## src/rtl/core/ncw_pkg.sv

```systemverilog
// shared types and constants of the newreno congestion window block
package ncw_pkg;

	// field widths
	localparam int BYTES_W = 16;
	localparam int TIME_W  = 63;
	localparam int CNT_W   = 62;
	localparam int WIN_W   = 32;
	localparam int DIV_W   = 32;
	localparam int CMD_W   = 2;
	localparam int CFG_W   = 32;
	localparam int IDX_W   = 2;
	localparam int FACT_W  = 16;

	// packed stream widths
	localparam int IN_DATA_W  = 392;
	localparam int OUT_DATA_W = 136;

	// register reset values
	localparam logic [BYTES_W-1:0] MDS_RESET  = 16'd1200;
	localparam logic [WIN_W-1:0]   IWND_RESET = 32'd12000;
	localparam logic [WIN_W-1:0]   MWND_RESET = 32'd2400;
	localparam logic [FACT_W-1:0]  FACT_RESET = 16'd32768;

	// event kinds
	typedef enum logic [CMD_W-1:0] {
		CMD_SENT = 2'd0,
		CMD_ACK  = 2'd1,
		CMD_ECN  = 2'd2,
		CMD_LOST = 2'd3
	} cmd_t;

	// configuration register indexes
	typedef enum logic [IDX_W-1:0] {
		REG_MAX_DGRAM = 2'd0,
		REG_INIT_WND  = 2'd1,
		REG_MIN_WND   = 2'd2,
		REG_LOSS_FACT = 2'd3
	} reg_idx_t;

	// sequencer states
	typedef enum logic [2:0] {
		ST_IDLE,
		ST_EXEC,
		ST_DIV,
		ST_MUL,
		ST_FIN
	} state_t;

endpackage

```

## src/rtl/core/ncw_divider.sv

```systemverilog
// serial restoring divider, one quotient bit per cycle
module ncw_divider
	import ncw_pkg::*;
(
	input  logic             clk,
	input  logic             arst_n,
	input  logic             start,
	input  logic [DIV_W-1:0] dividend,
	input  logic [DIV_W-1:0] divisor,
	output logic             done,
	output logic [DIV_W-1:0] quotient
);

	localparam int CNT_BITS = $clog2(DIV_W + 1);

	logic [DIV_W-1:0]    rem_q;
	logic [DIV_W-1:0]    quo_q;
	logic [DIV_W-1:0]    dvs_q;
	logic [CNT_BITS-1:0] cnt_q;
	logic                busy_q;
	logic                done_q;

	logic [DIV_W:0] rem_sh;
	logic [DIV_W:0] rem_diff;
	logic           fits;

	// trial subtraction of the shifted remainder
	always_comb begin
		rem_sh   = {rem_q, quo_q[DIV_W-1]};
		rem_diff = rem_sh - {1'b0, dvs_q};
		fits     = rem_sh >= {1'b0, dvs_q};
	end

	// iteration control
	always_ff @(posedge clk or negedge arst_n) begin
		if (!arst_n) begin
			busy_q <= 1'b0;
			done_q <= 1'b0;
			cnt_q  <= '0;
		end else begin
			done_q <= !start && busy_q && (cnt_q == CNT_BITS'(1));
			if (start) begin
				busy_q <= 1'b1;
				cnt_q  <= CNT_BITS'(DIV_W);
			end else if (busy_q) begin
				cnt_q <= cnt_q - 1'b1;
				if (cnt_q == CNT_BITS'(1)) begin
					busy_q <= 1'b0;
				end
			end
		end
	end

	// remainder and quotient shift registers
	always_ff @(posedge clk) begin
		if (start) begin
			rem_q <= '0;
			quo_q <= dividend;
			dvs_q <= divisor;
		end else if (busy_q) begin
			rem_q <= fits ? rem_diff[DIV_W-1:0] : rem_sh[DIV_W-1:0];
			quo_q <= {quo_q[DIV_W-2:0], fits};
		end
	end

	assign done     = done_q;
	assign quotient = quo_q;

endmodule

```

## src/rtl/core/newreno_congestion_window.sv

```systemverilog
// NewReno congestion window: one event per item, one status result per event.
// Sends, acks that do not divide and events that leave the window alone pass
// through the execute and finish states; a congestion event also takes a
// registered multiply step between them. An ack in congestion avoidance waits
// for the serial 32-bit divider, which computes datagram size times acked bytes
// over cwnd one bit per cycle. The block takes the next event once the previous
// one has finished; a result waiting in the output register does not block
// acceptance, but it holds the following event in its final step. Congestion
// events scale the window with a 32x16 product in a registered multiply step.
module newreno_congestion_window
	import ncw_pkg::*;
(
	input  logic                  clk,
	input  logic                  arst_n,
	// configuration writes
	input  logic                  cfg_we,
	input  logic [IDX_W-1:0]      cfg_index,
	input  logic [CFG_W-1:0]      cfg_data,
	// event requests
	input  logic                  s_tvalid,
	output logic                  s_tready,
	// packet_bytes, tx_time, ce_count, pkt_number, largest_lost_time,
	// persist_period, now_time
	input  logic [IN_DATA_W-1:0]  s_tdata,
	// cmd
	input  logic [CMD_W-1:0]      s_tuser,
	// batch_last
	input  logic                  s_tlast,
	// status results
	output logic                  m_tvalid,
	input  logic                  m_tready,
	// credit_ok, window_open, inflight_bytes, cwnd_bytes, slow_start_threshold,
	// zero fill
	output logic [OUT_DATA_W-1:0] m_tdata
);

	// configuration registers
	logic [BYTES_W-1:0] mds_q;
	logic [WIN_W-1:0]   min_wnd_q;
	logic [FACT_W-1:0]  fact_q;

	// congestion state
	logic [WIN_W-1:0]  inflight_q;
	logic [WIN_W-1:0]  cwnd_q;
	logic [WIN_W-1:0]  ssthresh_q;
	logic [TIME_W-1:0] recovery_q;
	logic [CNT_W-1:0]  ce_seen_q;
	logic [CNT_W:0]    expected_q;
	logic              run_valid_q;
	logic              run_broken_q;
	logic              collapse_q;
	logic [WIN_W+FACT_W-1:0] prod_q;

	// latched request
	cmd_t               cmd_q;
	logic [BYTES_W-1:0] bytes_q;
	logic [TIME_W-1:0]  sent_q;
	logic [CNT_W-1:0]   ce_q;
	logic [CNT_W-1:0]   pn_q;
	logic [TIME_W-1:0]  largest_q;
	logic [TIME_W-1:0]  period_q;
	logic [TIME_W-1:0]  now_q;
	logic               last_q;

	// output register
	logic                  m_tvalid_q;
	logic [OUT_DATA_W-1:0] out_q;

	state_t state_q, state_d;

	logic s_acc;
	logic out_free;
	logic div_start;
	logic div_done;
	logic [DIV_W-1:0] div_quo;

	// event decode
	logic [WIN_W:0]    inflight_add;
	logic [WIN_W-1:0]  inflight_sat;
	logic [WIN_W-1:0]  inflight_sub;
	logic [WIN_W:0]    cwnd_add;
	logic [WIN_W-1:0]  cwnd_add_sat;
	logic [WIN_W:0]    cwnd_quo;
	logic [WIN_W-1:0]  cwnd_quo_sat;
	logic              sent_after;
	logic              ack_grow;
	logic              need_div;
	logic              ce_rise;
	logic              in_period;
	logic              run_valid_n;
	logic              run_broken_n;
	logic              collapse_n;
	logic              lost_event;
	logic              need_mul;
	logic [DIV_W-1:0]  div_dividend;
	logic [WIN_W-1:0]  scaled;
	logic [WIN_W-1:0]  floored;

	assign s_acc    = s_tvalid && s_tready;
	assign out_free = !m_tvalid_q || m_tready;

	always_comb begin
		inflight_add = {1'b0, inflight_q} + {{(WIN_W+1-BYTES_W){1'b0}}, bytes_q};
		inflight_sat = inflight_add[WIN_W] ? '1 : inflight_add[WIN_W-1:0];
		inflight_sub = (inflight_q > {{(WIN_W-BYTES_W){1'b0}}, bytes_q})
			? inflight_q - {{(WIN_W-BYTES_W){1'b0}}, bytes_q} : '0;
		cwnd_add     = {1'b0, cwnd_q} + {{(WIN_W+1-BYTES_W){1'b0}}, bytes_q};
		cwnd_add_sat = cwnd_add[WIN_W] ? '1 : cwnd_add[WIN_W-1:0];
		cwnd_quo     = {1'b0, cwnd_q} + {1'b0, div_quo};
		cwnd_quo_sat = cwnd_quo[WIN_W] ? '1 : cwnd_quo[WIN_W-1:0];
		sent_after   = sent_q > recovery_q;
		ack_grow     = (cmd_q == CMD_ACK) && sent_after;
		need_div     = ack_grow && (cwnd_q >= ssthresh_q) && (cwnd_q != '0);
		ce_rise      = ce_q > ce_seen_q;
		in_period    = ({1'b0, sent_q} + {1'b0, period_q}) >= {1'b0, largest_q};
		run_broken_n = run_broken_q
			|| (in_period && run_valid_q && (expected_q != {1'b0, pn_q}));
		run_valid_n  = run_valid_q || in_period;
		collapse_n   = run_valid_n && !run_broken_n;
		lost_event   = (cmd_q == CMD_LOST) && last_q && (largest_q > recovery_q);
		need_mul     = ((cmd_q == CMD_ECN) && ce_rise && sent_after) || lost_event;
		div_dividend = {{(DIV_W-BYTES_W){1'b0}}, mds_q}
			* {{(DIV_W-BYTES_W){1'b0}}, bytes_q};
		scaled       = prod_q[WIN_W+FACT_W-1:FACT_W];
		floored      = (scaled < min_wnd_q) ? min_wnd_q : scaled;
	end

	// next state
	always_comb begin
		state_d = state_q;
		case (state_q)
			ST_IDLE: if (s_acc) state_d = ST_EXEC;
			ST_EXEC: begin
				if (need_div)      state_d = ST_DIV;
				else if (need_mul) state_d = ST_MUL;
				else               state_d = ST_FIN;
			end
			ST_DIV:  if (div_done) state_d = ST_FIN;
			ST_MUL:  state_d = ST_FIN;
			ST_FIN:  if (out_free) state_d = ST_IDLE;
			default: state_d = ST_IDLE;
		endcase
	end

	// sequencer outputs
	always_comb begin
		s_tready  = 1'b0;
		div_start = 1'b0;
		case (state_q)
			ST_IDLE: s_tready  = 1'b1;
			ST_EXEC: div_start = need_div;
			default: ;
		endcase
	end

	always_ff @(posedge clk or negedge arst_n) begin
		if (!arst_n) state_q <= ST_IDLE;
		else         state_q <= state_d;
	end

	// configuration writes
	always_ff @(posedge clk or negedge arst_n) begin
		if (!arst_n) begin
			mds_q     <= MDS_RESET;
			min_wnd_q <= MWND_RESET;
			fact_q    <= FACT_RESET;
		end else if (cfg_we) begin
			case (reg_idx_t'(cfg_index))
				REG_MAX_DGRAM: mds_q     <= cfg_data[BYTES_W-1:0];
				// initial window only sets the window at reset
				REG_INIT_WND:  ;
				REG_MIN_WND:   min_wnd_q <= cfg_data[WIN_W-1:0];
				REG_LOSS_FACT: fact_q    <= cfg_data[FACT_W-1:0];
				default: ;
			endcase
		end
	end

	// request capture
	always_ff @(posedge clk) begin
		if (s_acc) begin
			cmd_q     <= cmd_t'(s_tuser);
			bytes_q   <= s_tdata[15:0];
			sent_q    <= s_tdata[78:16];
			ce_q      <= s_tdata[140:79];
			pn_q      <= s_tdata[202:141];
			largest_q <= s_tdata[265:203];
			period_q  <= s_tdata[328:266];
			now_q     <= s_tdata[391:329];
			last_q    <= s_tlast;
		end
	end

	// window product for a congestion event
	always_ff @(posedge clk) begin
		if (state_q == ST_EXEC) prod_q <= cwnd_q * fact_q;
	end

	// congestion state update
	always_ff @(posedge clk or negedge arst_n) begin
		if (!arst_n) begin
			inflight_q   <= '0;
			cwnd_q       <= IWND_RESET;
			ssthresh_q   <= '1;
			recovery_q   <= '0;
			ce_seen_q    <= '0;
			expected_q   <= '0;
			run_valid_q  <= 1'b0;
			run_broken_q <= 1'b0;
			collapse_q   <= 1'b0;
		end else begin
			case (state_q)
				ST_EXEC: begin
					collapse_q <= lost_event && collapse_n;
					case (cmd_q)
						CMD_SENT: inflight_q <= inflight_sat;
						CMD_ACK: begin
							inflight_q <= inflight_sub;
							if (ack_grow && !need_div) cwnd_q <= cwnd_add_sat;
						end
						CMD_ECN: begin
							if (ce_rise) begin
								ce_seen_q <= ce_q;
								if (sent_after) recovery_q <= now_q;
							end
						end
						CMD_LOST: begin
							inflight_q <= inflight_sub;
							if (in_period) expected_q <= {1'b0, pn_q} + 1'b1;
							if (last_q) begin
								run_valid_q  <= 1'b0;
								run_broken_q <= 1'b0;
								if (lost_event) begin
									recovery_q <= now_q;
								end else if (collapse_n) begin
									cwnd_q <= min_wnd_q;
								end
							end else begin
								run_valid_q  <= run_valid_n;
								run_broken_q <= run_broken_n;
							end
						end
						default: ;
					endcase
				end
				ST_DIV: if (div_done) cwnd_q <= cwnd_quo_sat;
				ST_MUL: begin
					ssthresh_q <= floored;
					cwnd_q     <= collapse_q ? min_wnd_q : floored;
				end
				default: ;
			endcase
		end
	end

	// result register
	always_ff @(posedge clk or negedge arst_n) begin
		if (!arst_n) begin
			m_tvalid_q <= 1'b0;
		end else if (state_q == ST_FIN && out_free) begin
			m_tvalid_q <= 1'b1;
		end else if (m_tready) begin
			m_tvalid_q <= 1'b0;
		end
	end

	always_ff @(posedge clk) begin
		if (state_q == ST_FIN && out_free) begin
			out_q[0]       <= inflight_q < cwnd_q;
			out_q[32:1]    <= (inflight_q < cwnd_q) ? cwnd_q - inflight_q : '0;
			out_q[64:33]   <= inflight_q;
			out_q[96:65]   <= cwnd_q;
			out_q[128:97]  <= ssthresh_q;
			out_q[135:129] <= '0;
		end
	end

	assign m_tvalid = m_tvalid_q;
	assign m_tdata  = out_q;

	ncw_divider u_div (
		.clk      (clk),
		.arst_n   (arst_n),
		.start    (div_start),
		.dividend (div_dividend),
		.divisor  (cwnd_q),
		.done     (div_done),
		.quotient (div_quo)
	);

endmodule

```

## config.mk

```make
export PLATFORM = sky130hd
export DESIGN_NAME = newreno_congestion_window
export DESIGN_NICKNAME = d
export VERILOG_FILES = /design/src/rtl/core/ncw_pkg.sv /design/src/rtl/core/ncw_divider.sv /design/src/rtl/core/newreno_congestion_window.sv
export SDC_FILE = /design/constraint.sdc
export NUM_CORES = 2
export LEC_CHECK = 0
export BUFFER_PORTS_ARGS = -buffer_cell sky130_fd_sc_hd__buf_2
export CORE_ASPECT_RATIO = 1.1
export CORE_UTILIZATION = 58
export DETAILED_ROUTE_END_ITERATION = 8
export PLACE_DENSITY = 0.77
export SYNTH_ARGS = -nofsm -noshare
export SYNTH_HDL_FRONTEND = slang
export SYNTH_SLANG_ARGS = --single-unit
```

## constraint.sdc

```tcl
create_clock -name clk -period 26.6 [get_ports clk]
set_clock_uncertainty 0.2 [all_clocks]
set_input_delay 2.66 -clock clk [delete_from_list [all_inputs] [get_ports clk]]
set_output_delay 2.66 -clock clk [all_outputs]
set_load 0.01 [all_outputs]
```

# Word-level counts from Yosys, hierarchy flattened
# Index checks and enable logic that the tools add are counted.
dict set report totals {
  register_bits 1031
  latch_bits 0
  mem_bits_rw 0
  rom_bits 0
  n_memories 0
}
dict set report op_classes {
  add_sub_neg 9
  n_mul 2
  div_mod_pow 0
  order_cmp 9
  eq_ne 23
  shift 0
  muxes 39
  n_bitwise 0
  n_reduce_logical 44
}
# op n
set op_table {}
lappend op_table {{32-bit two-way mux} 14}
lappend op_table {{63-bit two-way mux} 4}
lappend op_table {{32-bit case mux with 2 select lines} 2}
lappend op_table {{63-bit > comparator} 2}
lappend op_table {{63-bit case mux with 2 select lines} 1}
lappend op_table {{32-bit case mux with 3 select lines} 1}
lappend op_table {{32-bit by 16-bit adder with 33-bit output} 2}
lappend op_table {{63-bit by 63-bit adder with 64-bit output} 1}
lappend op_table {{64-bit by 63-bit greater-or-equal comparator with 1-bit output} 1}
lappend op_table {{32-bit less-than comparator} 2}
lappend op_table {{32-bit subtractor} 2}
lappend op_table {{62-bit by 1-bit adder with 63-bit output, second input constant} 1}
lappend op_table {{63-bit by 62-bit != test with 1-bit output} 1}
lappend op_table {{62-bit > comparator} 1}
lappend op_table {{32-bit by 16-bit multiplier with 48-bit output} 1}
lappend op_table {{32-bit by 32-bit adder with 33-bit output} 1}
lappend op_table {{33-bit by 32-bit greater-or-equal comparator with 1-bit output} 1}
lappend op_table {{32-bit greater-or-equal comparator} 1}
lappend op_table {{32-bit by 16-bit > comparator with 1-bit output} 1}
lappend op_table {{16-bit by 16-bit multiplier with 32-bit output} 1}
lappend op_table {{32-bit nonzero test} 1}
lappend op_table {{32-bit by 16-bit subtractor with 32-bit output} 1}
lappend op_table {{1-bit logical AND} 16}
lappend op_table {{3-bit two-way mux} 5}
lappend op_table {{other kinds (25)} 62}

# Logic depth before layout (Yosys ltp)
dict set report logic_depth {
  ltp_word 12
  ltp_mapped 26
  ltp_nobuf 24
}

# By module
# Synthesis repeated with hierarchy kept, for this count alone.
dict set report unflattened {
  hier_cells 7888
  area_unflattened_um2 80384.6
}
# mod instances cells_each area_per_inst_um2
set modules_own_cells {}
lappend modules_own_cells {newreno_congestion_window 1 7315 74333.8}
lappend modules_own_cells {ncw_divider 1 573 6050.8}

# Least setup slack after synthesis
# OpenSTA, ideal clock, no wires.
dict set report synth_timing {
  path_kind {input to register}
  startpoint {in s_tvalid}
  endpoint {reg bytes_q[0] (enable)}
  t_arrival_ns 11.553
  required_ns 25.593
  setup_slack_ns 14.040
  cell_stages 1
  cell_sequence {and2_1}
}
dict set report synth_between {
  elab_chain_len 1
}
# item line
set synth_lines {}
lappend synth_lines {{from (decl)} newreno_congestion_window.sv:20} ;# input logic s_tvalid,
lappend synth_lines {{1-bit logical AND} newreno_congestion_window.sv:99} ;# assign s_acc = s_tvalid && s_tready;
lappend synth_lines {{to (signal assigned)} newreno_congestion_window.sv:183} ;# bytes_q <= s_tdata[15:0];
lappend synth_lines {{to (decl)} newreno_congestion_window.sv:56} ;# logic [BYTES_W-1:0] bytes_q;
# Every way passes these cells.
# A chain may end at the register's enable or synchronous reset.

# Worst setup path in the final report
dict set report layout_timing {
  startpoint {reg fact_q[3]}
  endpoint {reg prod_q[47] (data pin)}
}
dict set report layout_between {
  elab_chain_len 1
}
# item line
set layout_lines {}
lappend layout_lines {{from (decl)} newreno_congestion_window.sv:40} ;# logic [FACT_W-1:0] fact_q;
lappend layout_lines {{from (signal assigned)} newreno_congestion_window.sv:173} ;# REG_LOSS_FACT: fact_q <= cfg_data[FACT_W-1:0];
lappend layout_lines {{32-bit by 16-bit multiplier with 48-bit output} newreno_congestion_window.sv:196} ;# if (state_q == ST_EXEC) prod_q <= cwnd_q * fact_q;
lappend layout_lines {{to (signal assigned)} newreno_congestion_window.sv:196}
lappend layout_lines {{to (decl)} newreno_congestion_window.sv:52} ;# logic [WIN_W+FACT_W-1:0] prod_q;
# Every way passes these cells.

==> results.json <==
{
  "clkSinkCount": 1015,
  "cp.required_ns": 26.85,
  "endpoint_kind": "register",
  "finalWirelength_mm": 243,
  "hold_start": "now_q[33]$_DFFE_PP_",
  "crit_path_start": "fact_q[3]$_DFFE_PN0P_",
  "clk_latency_ns": 0.79,
  "utilization_pct": 64.2,
  "hold_slack_ns": 0.274,
  "synth_cells": 7976,
  "core_area_um2": 138000,
  "reg2reg_to": "prod_q[47]$_DFFE_PP_",
  "r2r_cells": 24,
  "hold_path_class": "reg -> reg",
  "numCtsBuffers": 106,
  "drive_gt1_share_pct": 13.0,
  "synth-seq-area-share_pct": 35.2,
  "syn_avg_cell_area_um2": 10.1,
  "wl_per_cell_um": 23.5,
  "finalMaxSlewViolations": 0,
  "start_kind": "register",
  "synthToLayoutAreaGrowth_pct": 9.97,
  "holdPathStages": 1,
  "start_util_pct": 58.4,
  "finalSetupViolations": 0,
  "via_per_inst": 6.05,
  "max_freq_mhz": 119,
  "grt_max_degree": 179,
  "period_share_pct": 31.5,
  "synth_top_cells_by_count": "inv_1 (1066), nand2_1 (917), ha_1 (745), edfxtp_1 (620), fa_1 (618)",
  "synth_top_area_share_pct": 23.1,
  "hold_viol": 0,
  "overflow": 0,
  "ioPinCount": 572,
  "grt_pass1_wl_mm": 368,
  "yosysTopAreaCell": "edfxtp_1",
  "yosys_most_used_dff": "edfxtp_1",
  "via_count": 62600,
  "post_cts_resized": 0,
  "port_buffers": 564,
  "tightest_slew_ns": 1.30,
  "setup_tns_ns": 0,
  "cts_hold_buf": 0,
  "dr.pass1.iters": 6,
  "clk_path_buf_depth": 3,
  "cpMostUsedCell": "fa_1",
  "crit_slowest_cell": "dfrtp_1",
  "ys_async_sr_fraction_pct": 35.8,
  "fillCellCount": 11000,
  "period_minus_slack_ns": 8.39,
  "cts_setup_buffers": 0,
  "die_h_um": 393,
  "synth_edf_count": 620,
  "fin_nets": 10200,
  "rsz0062_at_grt": "false",
  "min_to": "recovery_q[33]$_DFFE_PN0P_",
  "synth_area_leaders": "edfxtp_1 (23%), fa_1 (15%), ha_1 (12%), dfrtp_1 (9.8%), inv_1 (5.0%)",
  "synth-seq-cells": 1015,
  "first_iter_violations": 5599,
  "worstSetupPathType": "reg -> reg",
  "h-tree-depth": 3,
  "ys_types": 111,
  "track_usage_pct": 34.7,
  "clkSlewWorstSetupHoldPaths_ns": 0.06,
  "yosys_warnings": 0,
  "r2r_start": "fact_q[3]$_DFFE_PN0P_",
  "syn_area_um2": 80700,
  "crit_path_max_incr_delay_ns": 1.20,
  "crit_chain": "nand2_1 -> fa_1 -> inv_1 -> fa_1 -> inv_1 -> fa_1 -> inv_1 -> fa_1 -> inv_1 -> fa_1 -> inv_1 -> fa_1 -> ha_1 -> a21oi_1 -> nand3b_1 -> and4bb_2 -> a211oi_1 -> o41ai_2 -> buf_4 -> o21ai_1 -> a221oi_2 -> o211ai_1 -> a21oi_1 -> xnor2_1",
  "antenna_found_initial": 31,
  "gp_congestion": 1.01,
  "arrival_ns": 8.64,
  "die_x_um": 358,
  "status": "completed",
  "hpwlAfterDp_mm": 189,
  "crit_path_max_fanout": 33,
  "timing.slew.headroom_pct": 13.5,
  "drt.antenna.violating_nets": 0,
  "placementRows": 143,
  "maxCapViolations": 0,
  "yosysMostFrequentCell": "inv_1",
  "cts_tree": "built",
  "rrSetupSlack_ns": 18.21,
  "die-area_um2": 141000,
  "cts_root_buffer": "clkbuf_16",
  "first_global_vias": 63000,
  "drcViolationCount": 0
}
==> flip-flops by register name, summed over array words and instances (netlist names), 62 cells and up <==
| signal | flops |
|---|---|
| m_tdata | 129 |
| now_q | 63 |
| ce_seen_q | 62 |
| largest_q | 63 |
| expected_q | 63 |
| period_q | 63 |
| pn_q | 62 |
| ce_q | 62 |
| recovery_q | 63 |
| sent_q | 63 |
==> kinds of logic (layout without fill, tap and decap cells) <==
logic type	after synthesis	in the layout	share of synthesized area, %
compound gates	1509	1509	12.2
buf+inv	1387	1906	6.65
mux	230	230	3.13
fa+ha+maj	1363	1363	26.9
simple gates	2162	2162	12.6
other cells	1	28	0.00465
flops	1015	1015	35.2
xor+xnor	309	309	3.36
==> routing by layer <==
metal / track usage [%] / routed length [µm] / vias up
met2: 58.2 / 118000 / 2871
met5: 0 / 149 / -
li1: - / - / 28100
met3: 6.79 / 20000 / 691
met4: 19.8 / 15300 / 20
met1: 41.6 / 89100 / 30800
==> worst max-delay path, delay by kind of cell, from the launching register on <==
family | cells | cell delay (ns)
xor gates and xnor gates | 1 | 0.13
DFF | 1 | 1.20
buffers and inverters | 6 | 0.46
and+or+nand+nor | 3 | 0.64
adders and majority gates | 7 | 3.39
AOI/OAI and AO/OA | 7 | 2.01
==> worst max path at each step <==
stage | to | slack [ns] | cells past startpoint
after floorplan | bytes_q[0]$_DFFE_PP_ | 14.04 | 1
after global placement | prod_q[47]$_DFFE_PP_ | 18.54 | 24
after detailed placement | prod_q[47]$_DFFE_PP_ | 18.34 | 24
after CTS | prod_q[47]$_DFFE_PP_ | 18.27 | 24
after global routing | prod_q[47]$_DFFE_PP_ | 17.83 | 24
final | prod_q[47]$_DFFE_PP_ | 18.21 | 24
==> area by class of cell <==
cell class	count	area [µm²]	area share (%)
Timing Repair Buffer	636	3390	3.82
Clock inverter	61	691	0.779
Antenna cell	21	52.6	0.0593
Inverter	1068	4010	4.52
Multi-Input combinational cell	5580	47000	53.0
Clock buffer	141	2910	3.28
Sequential cell	1015	28400	32.0
Tap cell	1812	2270	2.56
==> placed cells by master (no fill, tap or decap), types with 44 or more instances in the layout <==
cell type  instances
a211oi_1          73
a21o_1           147
a21oi_1          411
and2_1           240
buf_2            563
buf_4             71
clkbuf_16        108
dfrtp_1          314
dfstp_2           48
edfxtp_1         620
fa_1             618
ha_1             745
inv_1           1066
mux2_2           171
mux2i_1           50
nand2_1          916
nand3_1          110
nand4_1          103
nor2_1           381
nor2b_1           46
nor3_1           113
o211ai_1          61
o21a_1            68
o21ai_0          327
o21bai_1          44
xnor2_1          193
xor2_1           116
==> through the flow <==
| step | std cells | instance area (µm²) | worst slack, ns |
|---|---|---|---|
| final | 10300 | 88700 | 18.21 |
| after global routing | 10300 | 88700 | 17.83 |
| after CTS | 10300 | 88600 | 18.27 |
| after detailed placement | 10100 | 85000 | 18.34 |
| after global placement | 10100 | 85000 | 18.54 |
| after floorplan | 7982 | 80700 | 14.04 |
Power is not shown: default switching activity piles up to over one toggle a cycle in this logic, so the estimate is an artifact.
